**src/stc_pkg.sv**
```systemverilog
// Package for the supersampled triangle coverage block.
// Holds shared widths, register indexes, state and command types.
// No dependencies.
`timescale 1ns / 1ps
`default_nettype none

package stc_pkg;

    // Default values of the top level parameters.
    localparam int DEF_SCREEN_WIDTH  = 512;
    localparam int DEF_SCREEN_HEIGHT = 512;
    localparam int DEF_MAX_FACTOR    = 8;

    // Field widths fixed by the interface.
    localparam int COORD_IN_W   = 9;
    localparam int VERT_W       = 9;
    localparam int FACTOR_REG_W = 4;
    localparam int COUNT_OUT_W  = 7;
    localparam int IN_TDATA_W   = 24;
    localparam int OUT_TDATA_W  = 8;
    localparam int CFG_ADDR_W   = 3;
    localparam int CFG_DATA_W   = 9;

    // Reset value of the subsample factor register.
    localparam logic [FACTOR_REG_W-1:0] FACTOR_RESET = 4'd4;

    // Configuration register indexes.
    typedef enum logic [CFG_ADDR_W-1:0] {
        REG_VERT0_X = 3'd0,
        REG_VERT0_Y = 3'd1,
        REG_VERT1_X = 3'd2,
        REG_VERT1_Y = 3'd3,
        REG_VERT2_X = 3'd4,
        REG_VERT2_Y = 3'd5,
        REG_FACTOR  = 3'd6
    } t_cfg_reg;

    // Products formed by the shared multiplier, in issue order.
    typedef enum logic [2:0] {
        MUL_E0_A = 3'd0,
        MUL_E0_B = 3'd1,
        MUL_E1_A = 3'd2,
        MUL_E1_B = 3'd3,
        MUL_E2_A = 3'd4,
        MUL_E2_B = 3'd5,
        MUL_G_A  = 3'd6,
        MUL_G_B  = 3'd7
    } t_mul_step;

    // Controller states.
    typedef enum logic [2:0] {
        ST_IDLE     = 3'd0,
        ST_SCALE    = 3'd1,
        ST_DIFF     = 3'd2,
        ST_MUL      = 3'd3,
        ST_MUL_TAIL = 3'd4,
        ST_RUN      = 3'd5,
        ST_DONE     = 3'd6
    } t_state;

    // Commands from the controller to the datapath.
    typedef struct packed {
        logic      load;
        logic      scale;
        logic      diff;
        logic      mul_issue;
        t_mul_step mul_step;
        logic      run;
        logic      out_load;
    } t_cmd;

    // Status from the datapath to the controller.
    typedef struct packed {
        logic off_screen;
        logic col_last;
        logic row_last;
    } t_status;

endpackage

`default_nettype wire

```
**src/stc_ctrl.sv**
```systemverilog
// Controller state machine for the supersampled triangle coverage block.
// Sequences setup, the multiply steps and the subsample sweep; owns the output valid.
// Depends on stc_pkg.
`timescale 1ns / 1ps
`default_nettype none

module stc_ctrl (
    input  wire logic            i_clk,
    input  wire logic            i_rst_n,
    input  wire logic            i_in_valid,
    output logic                 o_in_ready,
    input  wire logic            i_out_ready,
    output logic                 o_out_valid,
    output stc_pkg::t_cmd        o_cmd,
    input  wire stc_pkg::t_status i_status
);
    import stc_pkg::*;

    t_state    r_state;
    t_state    n_state;
    t_mul_step r_mul_step;
    t_mul_step n_mul_step;
    logic      r_out_valid;
    logic      n_out_valid;

    // State, step counter and output valid registers.
    always_ff @(posedge i_clk) begin
        if (!i_rst_n) begin
            r_state     <= ST_IDLE;
            r_mul_step  <= MUL_E0_A;
            r_out_valid <= 1'b0;
        end else begin
            r_state     <= n_state;
            r_mul_step  <= n_mul_step;
            r_out_valid <= n_out_valid;
        end
    end

    // Next state and commands.
    always_comb begin
        n_state    = r_state;
        n_mul_step = r_mul_step;
        o_cmd      = '0;
        o_in_ready = 1'b0;
        case (r_state)
            ST_IDLE: begin
                o_in_ready = 1'b1;
                if (i_in_valid) begin
                    o_cmd.load = 1'b1;
                    n_state    = ST_SCALE;
                end
            end
            ST_SCALE: begin
                o_cmd.scale = 1'b1;
                n_state     = i_status.off_screen ? ST_DONE : ST_DIFF;
            end
            ST_DIFF: begin
                o_cmd.diff = 1'b1;
                n_mul_step = MUL_E0_A;
                n_state    = ST_MUL;
            end
            ST_MUL: begin
                o_cmd.mul_issue = 1'b1;
                o_cmd.mul_step  = r_mul_step;
                if (r_mul_step == MUL_G_B) begin
                    n_state = ST_MUL_TAIL;
                end else begin
                    n_mul_step = t_mul_step'(r_mul_step + 3'd1);
                end
            end
            ST_MUL_TAIL: begin
                // The last product is folded into the area term here.
                n_state = ST_RUN;
            end
            ST_RUN: begin
                o_cmd.run = 1'b1;
                if (i_status.col_last && i_status.row_last) begin
                    n_state = ST_DONE;
                end
            end
            ST_DONE: begin
                if (!r_out_valid || i_out_ready) begin
                    o_cmd.out_load = 1'b1;
                    n_state        = ST_IDLE;
                end
            end
            default: begin
                n_state = ST_IDLE;
            end
        endcase
    end

    // Output valid: set on a new result, cleared when the result is taken.
    always_comb begin
        if (o_cmd.out_load) begin
            n_out_valid = 1'b1;
        end else if (i_out_ready) begin
            n_out_valid = 1'b0;
        end else begin
            n_out_valid = r_out_valid;
        end
    end

    assign o_out_valid = r_out_valid;

endmodule

`default_nettype wire

```
**src/stc_datapath.sv**
```systemverilog
// Datapath for the supersampled triangle coverage block: configuration registers,
// vertex scaling, shared edge multiplier, incremental edge walk and result register.
// Depends on stc_pkg.
`timescale 1ns / 1ps
`default_nettype none

module stc_datapath #(
    parameter int SCREEN_WIDTH  = stc_pkg::DEF_SCREEN_WIDTH,
    parameter int SCREEN_HEIGHT = stc_pkg::DEF_SCREEN_HEIGHT,
    parameter int MAX_FACTOR    = stc_pkg::DEF_MAX_FACTOR
) (
    input  wire logic                               i_clk,
    input  wire logic                               i_rst_n,
    input  wire logic                               i_cfg_wr_en,
    input  wire logic [stc_pkg::CFG_ADDR_W-1:0]     i_cfg_addr,
    input  wire logic [stc_pkg::CFG_DATA_W-1:0]     i_cfg_wdata,
    input  wire logic [stc_pkg::COORD_IN_W-1:0]     i_pixel_column,
    input  wire logic [stc_pkg::COORD_IN_W-1:0]     i_pixel_row,
    input  wire stc_pkg::t_cmd                      i_cmd,
    output stc_pkg::t_status                        o_status,
    output logic [stc_pkg::COUNT_OUT_W-1:0]         o_covered_count,
    output logic                                    o_fully_covered
);
    import stc_pkg::*;

    localparam int MAX_SIDE = SCREEN_WIDTH > SCREEN_HEIGHT ? SCREEN_WIDTH : SCREEN_HEIGHT;
    localparam int MAX_DIM  = MAX_SIDE > 512 ? MAX_SIDE : 512;
    // Signed width of scaled coordinates and their differences.
    localparam int CW       = $clog2(MAX_DIM * MAX_FACTOR + 1) + 1;
    // Width of edge function values.
    localparam int EW       = 2 * CW + 1;
    localparam int FW       = $clog2(MAX_FACTOR + 1);
    localparam int SQ_W     = $clog2(MAX_FACTOR * MAX_FACTOR + 1);
    localparam int CNTW     = SQ_W > COUNT_OUT_W ? SQ_W : COUNT_OUT_W;

    // Configuration registers.
    logic [VERT_W-1:0]       r_vert [6];
    logic [FACTOR_REG_W-1:0] r_cfg_factor;

    // Load stage.
    logic [COORD_IN_W-1:0] r_col;
    logic [CW-1:0]         r_hrow;
    logic [FW-1:0]         r_fe;
    logic [FW-1:0]         n_fe;
    logic                  r_off;

    // Scale stage.
    logic signed [CW-1:0] r_vs [6];
    logic signed [CW-1:0] r_x0;
    logic signed [CW-1:0] r_y0;
    logic [FW-1:0]        r_fm1;
    logic [CNTW-1:0]      r_ff;

    // Difference stage.
    logic signed [CW-1:0] r_a  [3];
    logic signed [CW-1:0] r_b  [3];
    logic signed [CW-1:0] r_px [3];
    logic signed [CW-1:0] r_py [3];
    logic signed [CW-1:0] r_xmin;
    logic signed [CW-1:0] r_xmax;
    logic signed [CW-1:0] r_ymin;
    logic signed [CW-1:0] r_ymax;

    // Shared multiplier.
    logic signed [CW-1:0]   w_op_a;
    logic signed [CW-1:0]   w_op_b;
    logic signed [2*CW-1:0] w_prod;
    logic signed [2*CW-1:0] r_prod;
    t_mul_step              r_prod_step;
    logic                   r_prod_vld;

    // Edge values at the current subsample and at the start of the current row.
    logic signed [EW-1:0] r_e  [3];
    logic signed [EW-1:0] r_er [3];
    logic signed [EW-1:0] r_g;

    // Subsample walk.
    logic signed [CW-1:0] r_x;
    logic signed [CW-1:0] r_y;
    logic [FW-1:0]        r_k;
    logic [FW-1:0]        r_l;
    logic [CNTW-1:0]      r_count;
    logic                 w_hit;
    logic                 w_in_box;
    logic                 w_all_ge;
    logic                 w_all_le;
    logic                 w_g_pos;
    logic                 w_g_neg;

    // Result register.
    logic [COUNT_OUT_W-1:0] r_out_count;
    logic                   r_out_full;

    function automatic logic signed [CW-1:0] min3(input logic signed [CW-1:0] a,
                                                  input logic signed [CW-1:0] b,
                                                  input logic signed [CW-1:0] c);
        logic signed [CW-1:0] m;
        m = (a < b) ? a : b;
        return (m < c) ? m : c;
    endfunction

    function automatic logic signed [CW-1:0] max3(input logic signed [CW-1:0] a,
                                                  input logic signed [CW-1:0] b,
                                                  input logic signed [CW-1:0] c);
        logic signed [CW-1:0] m;
        m = (a > b) ? a : b;
        return (m > c) ? m : c;
    endfunction

    // Configuration writes; indexes beyond the list are ignored.
    always_ff @(posedge i_clk) begin
        if (!i_rst_n) begin
            r_vert[0]    <= '0;
            r_vert[1]    <= '0;
            r_vert[2]    <= '0;
            r_vert[3]    <= '0;
            r_vert[4]    <= '0;
            r_vert[5]    <= '0;
            r_cfg_factor <= FACTOR_RESET;
        end else if (i_cfg_wr_en) begin
            case (t_cfg_reg'(i_cfg_addr))
                REG_VERT0_X: r_vert[0]    <= i_cfg_wdata;
                REG_VERT0_Y: r_vert[1]    <= i_cfg_wdata;
                REG_VERT1_X: r_vert[2]    <= i_cfg_wdata;
                REG_VERT1_Y: r_vert[3]    <= i_cfg_wdata;
                REG_VERT2_X: r_vert[4]    <= i_cfg_wdata;
                REG_VERT2_Y: r_vert[5]    <= i_cfg_wdata;
                REG_FACTOR:  r_cfg_factor <= i_cfg_wdata[FACTOR_REG_W-1:0];
                default: begin
                end
            endcase
        end
    end

    // Effective factor: zero acts as one, large values clamp to the maximum.
    always_comb begin
        if (r_cfg_factor == '0) begin
            n_fe = FW'(1);
        end else if (32'(r_cfg_factor) > 32'(MAX_FACTOR)) begin
            n_fe = FW'(MAX_FACTOR);
        end else begin
            n_fe = FW'(r_cfg_factor);
        end
    end

    // Load stage: capture the pixel and the effective factor.
    always_ff @(posedge i_clk) begin
        if (i_cmd.load) begin
            r_col  <= i_pixel_column;
            r_hrow <= CW'(SCREEN_HEIGHT) - CW'(i_pixel_row);
            r_fe   <= n_fe;
            r_off  <= (32'(i_pixel_column) >= 32'(SCREEN_WIDTH)) ||
                      (32'(i_pixel_row) >= 32'(SCREEN_HEIGHT));
        end
    end

    // Scale stage: vertices, first subsample position and the full count.
    always_ff @(posedge i_clk) begin
        if (i_cmd.scale) begin
            for (int i = 0; i < 6; i++) begin
                r_vs[i] <= CW'(r_vert[i]) * CW'(r_fe);
            end
            r_x0  <= CW'(r_col) * CW'(r_fe);
            r_y0  <= r_hrow * CW'(r_fe);
            r_fm1 <= r_fe - FW'(1);
            r_ff  <= CNTW'(r_fe) * CNTW'(r_fe);
        end
    end

    // Difference stage: edge slopes, offsets from the vertices and bounding box.
    always_ff @(posedge i_clk) begin
        if (i_cmd.diff) begin
            r_a[0]  <= r_vs[3] - r_vs[1];
            r_b[0]  <= r_vs[2] - r_vs[0];
            r_a[1]  <= r_vs[5] - r_vs[3];
            r_b[1]  <= r_vs[4] - r_vs[2];
            r_a[2]  <= r_vs[1] - r_vs[5];
            r_b[2]  <= r_vs[0] - r_vs[4];
            r_px[0] <= r_x0 - r_vs[0];
            r_py[0] <= r_y0 - r_vs[1];
            r_px[1] <= r_x0 - r_vs[2];
            r_py[1] <= r_y0 - r_vs[3];
            r_px[2] <= r_x0 - r_vs[4];
            r_py[2] <= r_y0 - r_vs[5];
            r_xmin  <= min3(r_vs[0], r_vs[2], r_vs[4]);
            r_xmax  <= max3(r_vs[0], r_vs[2], r_vs[4]);
            r_ymin  <= min3(r_vs[1], r_vs[3], r_vs[5]);
            r_ymax  <= max3(r_vs[1], r_vs[3], r_vs[5]);
        end
    end

    // Operand selection for the shared multiplier.
    always_comb begin
        case (i_cmd.mul_step)
            MUL_E0_A: begin w_op_a = r_px[0]; w_op_b = r_a[0]; end
            MUL_E0_B: begin w_op_a = r_py[0]; w_op_b = r_b[0]; end
            MUL_E1_A: begin w_op_a = r_px[1]; w_op_b = r_a[1]; end
            MUL_E1_B: begin w_op_a = r_py[1]; w_op_b = r_b[1]; end
            MUL_E2_A: begin w_op_a = r_px[2]; w_op_b = r_a[2]; end
            MUL_E2_B: begin w_op_a = r_py[2]; w_op_b = r_b[2]; end
            MUL_G_A:  begin w_op_a = r_a[0];  w_op_b = r_b[1]; end
            MUL_G_B:  begin w_op_a = r_b[0];  w_op_b = r_a[1]; end
            default:  begin w_op_a = '0;      w_op_b = '0;     end
        endcase
    end

    assign w_prod = w_op_a * w_op_b;

    // Product register; its valid flag is control state.
    always_ff @(posedge i_clk) begin
        if (!i_rst_n) begin
            r_prod_vld <= 1'b0;
        end else begin
            r_prod_vld <= i_cmd.mul_issue;
        end
    end

    always_ff @(posedge i_clk) begin
        if (i_cmd.mul_issue) begin
            r_prod      <= w_prod;
            r_prod_step <= i_cmd.mul_step;
        end
    end

    // Subsample hit test at the current position.
    always_comb begin
        w_in_box = (r_x >= r_xmin) && (r_x < r_xmax) && (r_y >= r_ymin) && (r_y <= r_ymax);
        w_all_ge = !r_e[0][EW-1] && !r_e[1][EW-1] && !r_e[2][EW-1];
        w_all_le = (r_e[0][EW-1] || (r_e[0] == '0)) &&
                   (r_e[1][EW-1] || (r_e[1] == '0)) &&
                   (r_e[2][EW-1] || (r_e[2] == '0));
        w_g_neg  = r_g[EW-1];
        w_g_pos  = !r_g[EW-1] && (r_g != '0);
        w_hit    = w_in_box && ((w_g_pos && w_all_ge) || (w_g_neg && w_all_le));
    end

    // Edge accumulation during setup, then the incremental walk over the subsamples.
    always_ff @(posedge i_clk) begin
        if (i_cmd.load) begin
            r_count <= '0;
        end
        if (i_cmd.diff) begin
            r_x <= r_x0;
            r_y <= r_y0;
            r_k <= '0;
            r_l <= '0;
        end
        if (r_prod_vld) begin
            case (r_prod_step)
                MUL_E0_A: begin r_e[0] <= EW'(r_prod); r_er[0] <= EW'(r_prod); end
                MUL_E0_B: begin
                    r_e[0]  <= r_e[0] - EW'(r_prod);
                    r_er[0] <= r_e[0] - EW'(r_prod);
                end
                MUL_E1_A: begin r_e[1] <= EW'(r_prod); r_er[1] <= EW'(r_prod); end
                MUL_E1_B: begin
                    r_e[1]  <= r_e[1] - EW'(r_prod);
                    r_er[1] <= r_e[1] - EW'(r_prod);
                end
                MUL_E2_A: begin r_e[2] <= EW'(r_prod); r_er[2] <= EW'(r_prod); end
                MUL_E2_B: begin
                    r_e[2]  <= r_e[2] - EW'(r_prod);
                    r_er[2] <= r_e[2] - EW'(r_prod);
                end
                MUL_G_A:  r_g <= EW'(r_prod);
                MUL_G_B:  r_g <= r_g - EW'(r_prod);
                default: begin
                end
            endcase
        end
        if (i_cmd.run) begin
            r_count <= r_count + CNTW'(w_hit);
            if (r_l == r_fm1) begin
                // Next row of subsamples: y drops by one, x returns to the left edge.
                r_l <= '0;
                r_k <= r_k + FW'(1);
                r_x <= r_x0;
                r_y <= r_y - CW'(1);
                for (int i = 0; i < 3; i++) begin
                    r_e[i]  <= r_er[i] + EW'(r_b[i]);
                    r_er[i] <= r_er[i] + EW'(r_b[i]);
                end
            end else begin
                r_l <= r_l + FW'(1);
                r_x <= r_x + CW'(1);
                for (int i = 0; i < 3; i++) begin
                    r_e[i] <= r_e[i] + EW'(r_a[i]);
                end
            end
        end
    end

    // Result register.
    always_ff @(posedge i_clk) begin
        if (i_cmd.out_load) begin
            r_out_count <= r_count[COUNT_OUT_W-1:0];
            r_out_full  <= (r_count == r_ff);
        end
    end

    assign o_status.off_screen = r_off;
    assign o_status.col_last   = (r_l == r_fm1);
    assign o_status.row_last   = (r_k == r_fm1);
    assign o_covered_count     = r_out_count;
    assign o_fully_covered     = r_out_full;

endmodule

`default_nettype wire

```
**src/supersampled_triangle_coverage_core.sv**
```systemverilog
// Top level of the supersampled triangle coverage block.
// Instantiates the controller stc_ctrl and the datapath stc_datapath; uses stc_pkg.
//
// Usage: the triangle's three vertices (output pixel units, y origin at the bottom)
// and the subsample factor f are written through the configuration port while the
// block is idle. Each request on the slave stream carries one pixel (column, row
// counted from the top). The block answers each request with one result on the
// master stream: the number of covered f-by-f subsamples and a flag that is set
// when all of them are covered.
// Flow: an accepted on-screen pixel passes through the scale, difference, multiply,
// multiply tail and subsample sweep states, then its result is loaded into the
// output register. The subsample sweep tests one subsample per cycle in
// a single edge walker; setup runs eight products through one shared multiplier.
// An off-screen pixel goes from the scale state straight to the result and returns zero.
// The block takes one pixel at a time. A finished result waits in the output
// register while the receiver stalls; the next pixel is then accepted and computed,
// and its result holds in the final state until the output register frees.
// Reset sets all vertices to zero, the factor to 4 and drops any pending result.
`timescale 1ns / 1ps
`default_nettype none

module supersampled_triangle_coverage_core #(
    parameter int SCREEN_WIDTH  = stc_pkg::DEF_SCREEN_WIDTH,
    parameter int SCREEN_HEIGHT = stc_pkg::DEF_SCREEN_HEIGHT,
    parameter int MAX_FACTOR    = stc_pkg::DEF_MAX_FACTOR
) (
    input  wire logic                               i_clk,
    input  wire logic                               i_rst_n,
    // Configuration write port.
    input  wire logic                               i_cfg_wr_en,
    input  wire logic [stc_pkg::CFG_ADDR_W-1:0]     i_cfg_addr,
    input  wire logic [stc_pkg::CFG_DATA_W-1:0]     i_cfg_wdata,
    // Pixel requests.
    input  wire logic                               s_axis_tvalid,
    output logic                                    s_axis_tready,
    // [8:0] pixel_column, [17:9] pixel_row, [23:18] zero
    input  wire logic [stc_pkg::IN_TDATA_W-1:0]     s_axis_tdata,
    // Coverage results.
    output logic                                    m_axis_tvalid,
    input  wire logic                               m_axis_tready,
    // [6:0] covered_count, [7] fully_covered
    output logic [stc_pkg::OUT_TDATA_W-1:0]         m_axis_tdata
);
    import stc_pkg::*;

    t_cmd                   w_cmd;
    t_status                w_status;
    logic [COUNT_OUT_W-1:0] w_covered_count;
    logic                   w_fully_covered;

    // Sequencer.
    stc_ctrl u_ctrl (
        .i_clk       (i_clk),
        .i_rst_n     (i_rst_n),
        .i_in_valid  (s_axis_tvalid),
        .o_in_ready  (s_axis_tready),
        .i_out_ready (m_axis_tready),
        .o_out_valid (m_axis_tvalid),
        .o_cmd       (w_cmd),
        .i_status    (w_status)
    );

    // Arithmetic and storage.
    stc_datapath #(
        .SCREEN_WIDTH  (SCREEN_WIDTH),
        .SCREEN_HEIGHT (SCREEN_HEIGHT),
        .MAX_FACTOR    (MAX_FACTOR)
    ) u_datapath (
        .i_clk           (i_clk),
        .i_rst_n         (i_rst_n),
        .i_cfg_wr_en     (i_cfg_wr_en),
        .i_cfg_addr      (i_cfg_addr),
        .i_cfg_wdata     (i_cfg_wdata),
        .i_pixel_column  (s_axis_tdata[COORD_IN_W-1:0]),
        .i_pixel_row     (s_axis_tdata[2*COORD_IN_W-1:COORD_IN_W]),
        .i_cmd           (w_cmd),
        .o_status        (w_status),
        .o_covered_count (w_covered_count),
        .o_fully_covered (w_fully_covered)
    );

    // Pack the result fields, count in the low bits.
    assign m_axis_tdata = {w_fully_covered, w_covered_count};

endmodule

`default_nettype wire

```
**config.mk**
```make
export PLATFORM = sky130hd
export DESIGN_NAME = supersampled_triangle_coverage_core
export DESIGN_NICKNAME = d
export VERILOG_FILES = /design/src/stc_pkg.sv /design/src/stc_ctrl.sv /design/src/stc_datapath.sv /design/src/supersampled_triangle_coverage_core.sv
export SDC_FILE = /design/constraint.sdc
export NUM_CORES = 2
export LEC_CHECK = 0
export ABC_AREA = 1
export BUFFER_PORTS_ARGS = -buffer_cell sky130_fd_sc_hd__buf_4
export CAP_MARGIN = 20
export CORE_MARGIN = 2
export CORE_UTILIZATION = 40
export DETAILED_ROUTE_END_ITERATION = 10
export GPL_TIMING_DRIVEN = 0
export MAX_ROUTING_LAYER = met4
export PLACE_DENSITY = 0.52
export SYNTH_ARGS = -nofsm -noshare
export SYNTH_HDL_FRONTEND = slang
export SYNTH_SLANG_ARGS = --single-unit
```
**constraint.sdc**
```tcl
create_clock -name i_clk -period 9.65 [get_ports i_clk]
set_input_delay 1.4475 -clock i_clk [delete_from_list [all_inputs] [get_ports i_clk]]
set_output_delay 1.4475 -clock i_clk [all_outputs]
set_load 0.02 [all_outputs]
```
==> flow_summary.json <==
{
  "min_path_type": "flop to flop",
  "min_period_ns": 8.070,
  "dp_hpwl_um": 256800,
  "wl_per_cell_um": 24.60,
  "regToRegEndpoint": "u_datapath.r_prod[25]$_DFFE_PN_",
  "setup_viol": 0,
  "syn-cell-area_um2": 73490,
  "grt_overflow": 0,
  "reg2reg_from": "u_ctrl.r_mul_step[2]$_SDFFE_PN0P_",
  "area_delta_synth_final_pct": 9.753,
  "rr_worst_depth": 24,
  "cts_resized": 0,
  "fillers": 18890,
  "cts_tree": "done",
  "ctsHtreeMaxLevel": 3,
  "cts_sinks": 709,
  "holdPathStages": 2,
  "yosys.area.top_type_share_pct": 27.74,
  "cts_buffers": 90,
  "pin_count": 51,
  "reg2reg_slack_ns": 1.58,
  "route.detailed.drc": 0,
  "setup.worst_path.start_class": "flop",
  "clockBufferDepth": 3,
  "initial_core_util_pct": 40.19,
  "rsz0062_at_grt": "false",
  "rows": 157,
  "final_nets": 10970,
  "worst_pin_slew_ns": 1.198,
  "ys_warn_count": 0,
  "async_flop_share_pct": 0,
  "cpMostUsedCell": "fa_1",
  "ys_seq_elements": 709,
  "routabilityCongestion": 1.026,
  "die_h_um": 432.6,
  "path_clk_slew_ns": 0.06,
  "synth.distinct_cells": 61,
  "critPathArrivalTime_ns": 8.55,
  "clkLatencyLatePin_ns": 0.74,
  "cts_setup_buffers": 0,
  "synthTopCellsByArea": "edfxtp_1 28%, ha_1 13%, nand2_1 13%",
  "cts_hold_buf": 0,
  "hold_end": "u_datapath.r_k[2]$_DFF_P_",
  "post-route-period-util_pct": 83.63,
  "grt_max_degree": 66,
  "cpPeakStageDelay_ns": 0.83,
  "crit_fanout": 9,
  "die-area_um2": 187200,
  "fp.dieW_um": 432.6,
  "viasPerCell": 5.472,
  "synth_seq_area_share_pct": 28.56,
  "port-buffer-count": 43,
  "whs_ns": 0.5117,
  "grt_pass1_vias": 64910,
  "multiInputGateArea_um2": 46020,
  "root_buffer": "clkbuf_16",
  "timing.slew.headroom_pct": 20.11,
  "synth.avg_cell_area_um2": 7.597,
  "fmax_mhz": 123.9,
  "maxCapViolations": 0,
  "outcome": "finished, final reports clean",
  "synth_flop_cell": "edfxtp_1",
  "holdCritStartpoint": "u_datapath.r_k[2]$_DFF_P_",
  "yosysTopAreaCell": "edfxtp_1",
  "drive_gt1_share_pct": 4.095,
  "syn_nets": 10800,
  "grtUsageTotal_pct": 33.14,
  "worstSetupPathType": "flop to flop",
  "regArea_um2": 20990,
  "hold_violations": 0,
  "synth-edff-count": 679,
  "finClkSkew_ns": 0.03515,
  "crit_chain": "buf_2, inv_1, nor2_1, nor3_2, a211oi_1, nand2_1, nand2_4, nor2_2, inv_1, fa_1, fa_1, inv_1, fa_1, inv_1, fa_1, fa_1, fa_1, inv_1, ha_1, nand2_1, nor4_1, nand3_1, nand3_1, xor2_1",
  "cp_slowest_cell": "fa_1",
  "grt_pass1_wl_um": 438100,
  "antenna_found_initial": 6,
  "ant_nets": 0,
  "endpoint_kind": "flop",
  "slew_viol_final": 0,
  "drt_iter0_markers": 5822,
  "crit_required_ns": 10.13,
  "synthCells": 9674,
  "drtPass1Iterations": 8,
  "wl_um": 304700,
  "vias": 67770,
  "final.setup.tns_ns": 0,
  "coreArea_um2": 182900
}
## cells in the mapped netlist, drive strengths merged (5+ instances only)
| master | number |
|---|---|
| nand2 | 2475 |
| inv | 1527 |
| nor2 | 790 |
| ha | 755 |
| edfxtp | 679 |
| o21ai | 642 |
| a21oi | 622 |
| nand3 | 572 |
| fa | 333 |
| xor2 | 243 |
| xnor2 | 147 |
| nand4 | 141 |
| nor3 | 101 |
| buf | 85 |
| clkbuf | 82 |
| o21bai | 57 |
| a21o | 45 |
| a31oi | 45 |
| o211ai | 33 |
| dfxtp | 30 |
| or2 | 28 |
| nor4 | 27 |
| o2111ai | 26 |
| a21boi | 25 |
| a221oi | 23 |
| nand3b | 23 |
| a211oi | 18 |
| o21a | 18 |
| and2 | 13 |
| o221ai | 13 |
| o22ai | 13 |
| mux2i | 8 |
| o31ai | 8 |
| a22oi | 5 |
| nor3b | 5 |
## worst max-delay path, delay by kind of cell (launching register included)
family	cells	cell delay (ns)
adders and majority gates	7	3.84
DFF	1	0.31
AOI/OAI and AO/OA	1	0.10
buffers and inverters	6	0.95
xor gates and xnor gates	1	0.07
and+or+nand+nor	9	2.55
## area by class of cell
cell class	count	area share, %
Timing Repair Buffer	77	1.204
Inverter	1527	7.109
Tap cell	2464	3.822
Clock buffer	100	2.865
Clock inverter	64	0.9462
Antenna cell	5	0.01551
Sequential cell	709	26.02
Multi-Input combinational cell	7271	57.05
Buffer	167	0.9648
## stage by stage
stage	area, um^2	setup slack, ns	utilization, %	instances
6_report	80660	1.580	44.11	12380
5_1_grt	80650	1.188	44.10	12380
4_1_cts	80590	1.639	44.07	12380
3_5_place_dp	77520	1.638	42.39	12210
3_3_place_gp	76900	-0.9860	42.05	12180
2_1_floorplan	73490	2.230	-	9674
## worst max path at each step
stage          cells after the start                              start                         endpoint
6_report                          24  u_ctrl.r_mul_step[2]$_SDFFE_PN0P_  u_datapath.r_prod[25]$_DFFE_PN_
5_1_grt                           27     u_ctrl.r_state[0]$_SDFFE_PN0P_  u_datapath.r_prod[23]$_DFFE_PN_
4_1_cts                           26     u_ctrl.r_state[0]$_SDFFE_PN0P_  u_datapath.r_prod[25]$_DFFE_PN_
3_5_place_dp                      26     u_ctrl.r_state[0]$_SDFFE_PN0P_  u_datapath.r_prod[25]$_DFFE_PN_
3_3_place_gp                       6     u_ctrl.r_state[2]$_SDFFE_PN0P_        u_datapath.r_y[4]$_DFF_P_
2_1_floorplan                      4     u_ctrl.r_state[2]$_SDFFE_PN0P_   u_datapath.r_a[0][0]$_DFFE_PP_
## per-layer routing
layer	GRT usage (%)	part of all wire [%]	wire, um	vias to the layer above
li1	-	-	-	32420
met1	42.34	43	129800	32440
met2	52.59	46	139000	2397
met3	3.445	6.0	18400	514
met4	16.02	5.7	17490	0
met5	-	0	0	-
## sequential cells by signal, summed over array words and instances, names as in the netlist, 10 cells and up
signal	count
u_datapath.r_g	29
u_datapath.r_px	42
u_datapath.r_y	14
u_datapath.r_ymax	13
u_datapath.r_prod	28
u_datapath.r_hrow	10
u_datapath.r_ymin	13
u_datapath.r_y0	14
u_datapath.r_py	42
u_datapath.r_x	14
u_datapath.r_xmin	13
u_datapath.r_vert	54
u_datapath.r_er	87
u_datapath.r_a	42
u_datapath.r_xmax	13
u_datapath.r_b	42
u_datapath.r_e	87
u_datapath.r_x0	13
u_datapath.r_vs	78
## cell usage in the layout, fill, tap and decap left out, types with 14 or more instances in the layout
cell	n
nand2_1	2463
inv_1	1500
nor2_1	775
ha_1	755
edfxtp_1	679
a21oi_1	622
o21ai_0	622
nand3_1	567
fa_1	333
xor2_1	243
xnor2_1	147
nand4_1	141
nor3_1	99
clkbuf_16	91
clkbuf_1	88
buf_4	61
o21bai_1	57
a21o_1	45
buf_2	45
a31oi_1	45
o211ai_1	33
dfxtp_1	30
or2_2	28
nor4_1	27
inv_2	26
o2111ai_1	26
a21boi_0	25
nand3b_1	23
buf_1	21
a221oi_1	18
a211oi_1	18
o21a_1	18
bufinv_16	14
clkinv_2	14
## cell families after synthesis
family,Yosys count,synth area share [%]
AOI/OAI and AO/OA,1605,12.31
xor gates and xnor gates,390,4.648
adders and majority gates,1088,21.92
buffers and inverters,1694,8.848
DFF,709,28.56
muxes,9,0.1243
and+or+nand+nor,4179,23.58
Power is not shown: default switching activity piles up to over one toggle a cycle in this logic, so the estimate is an artifact.
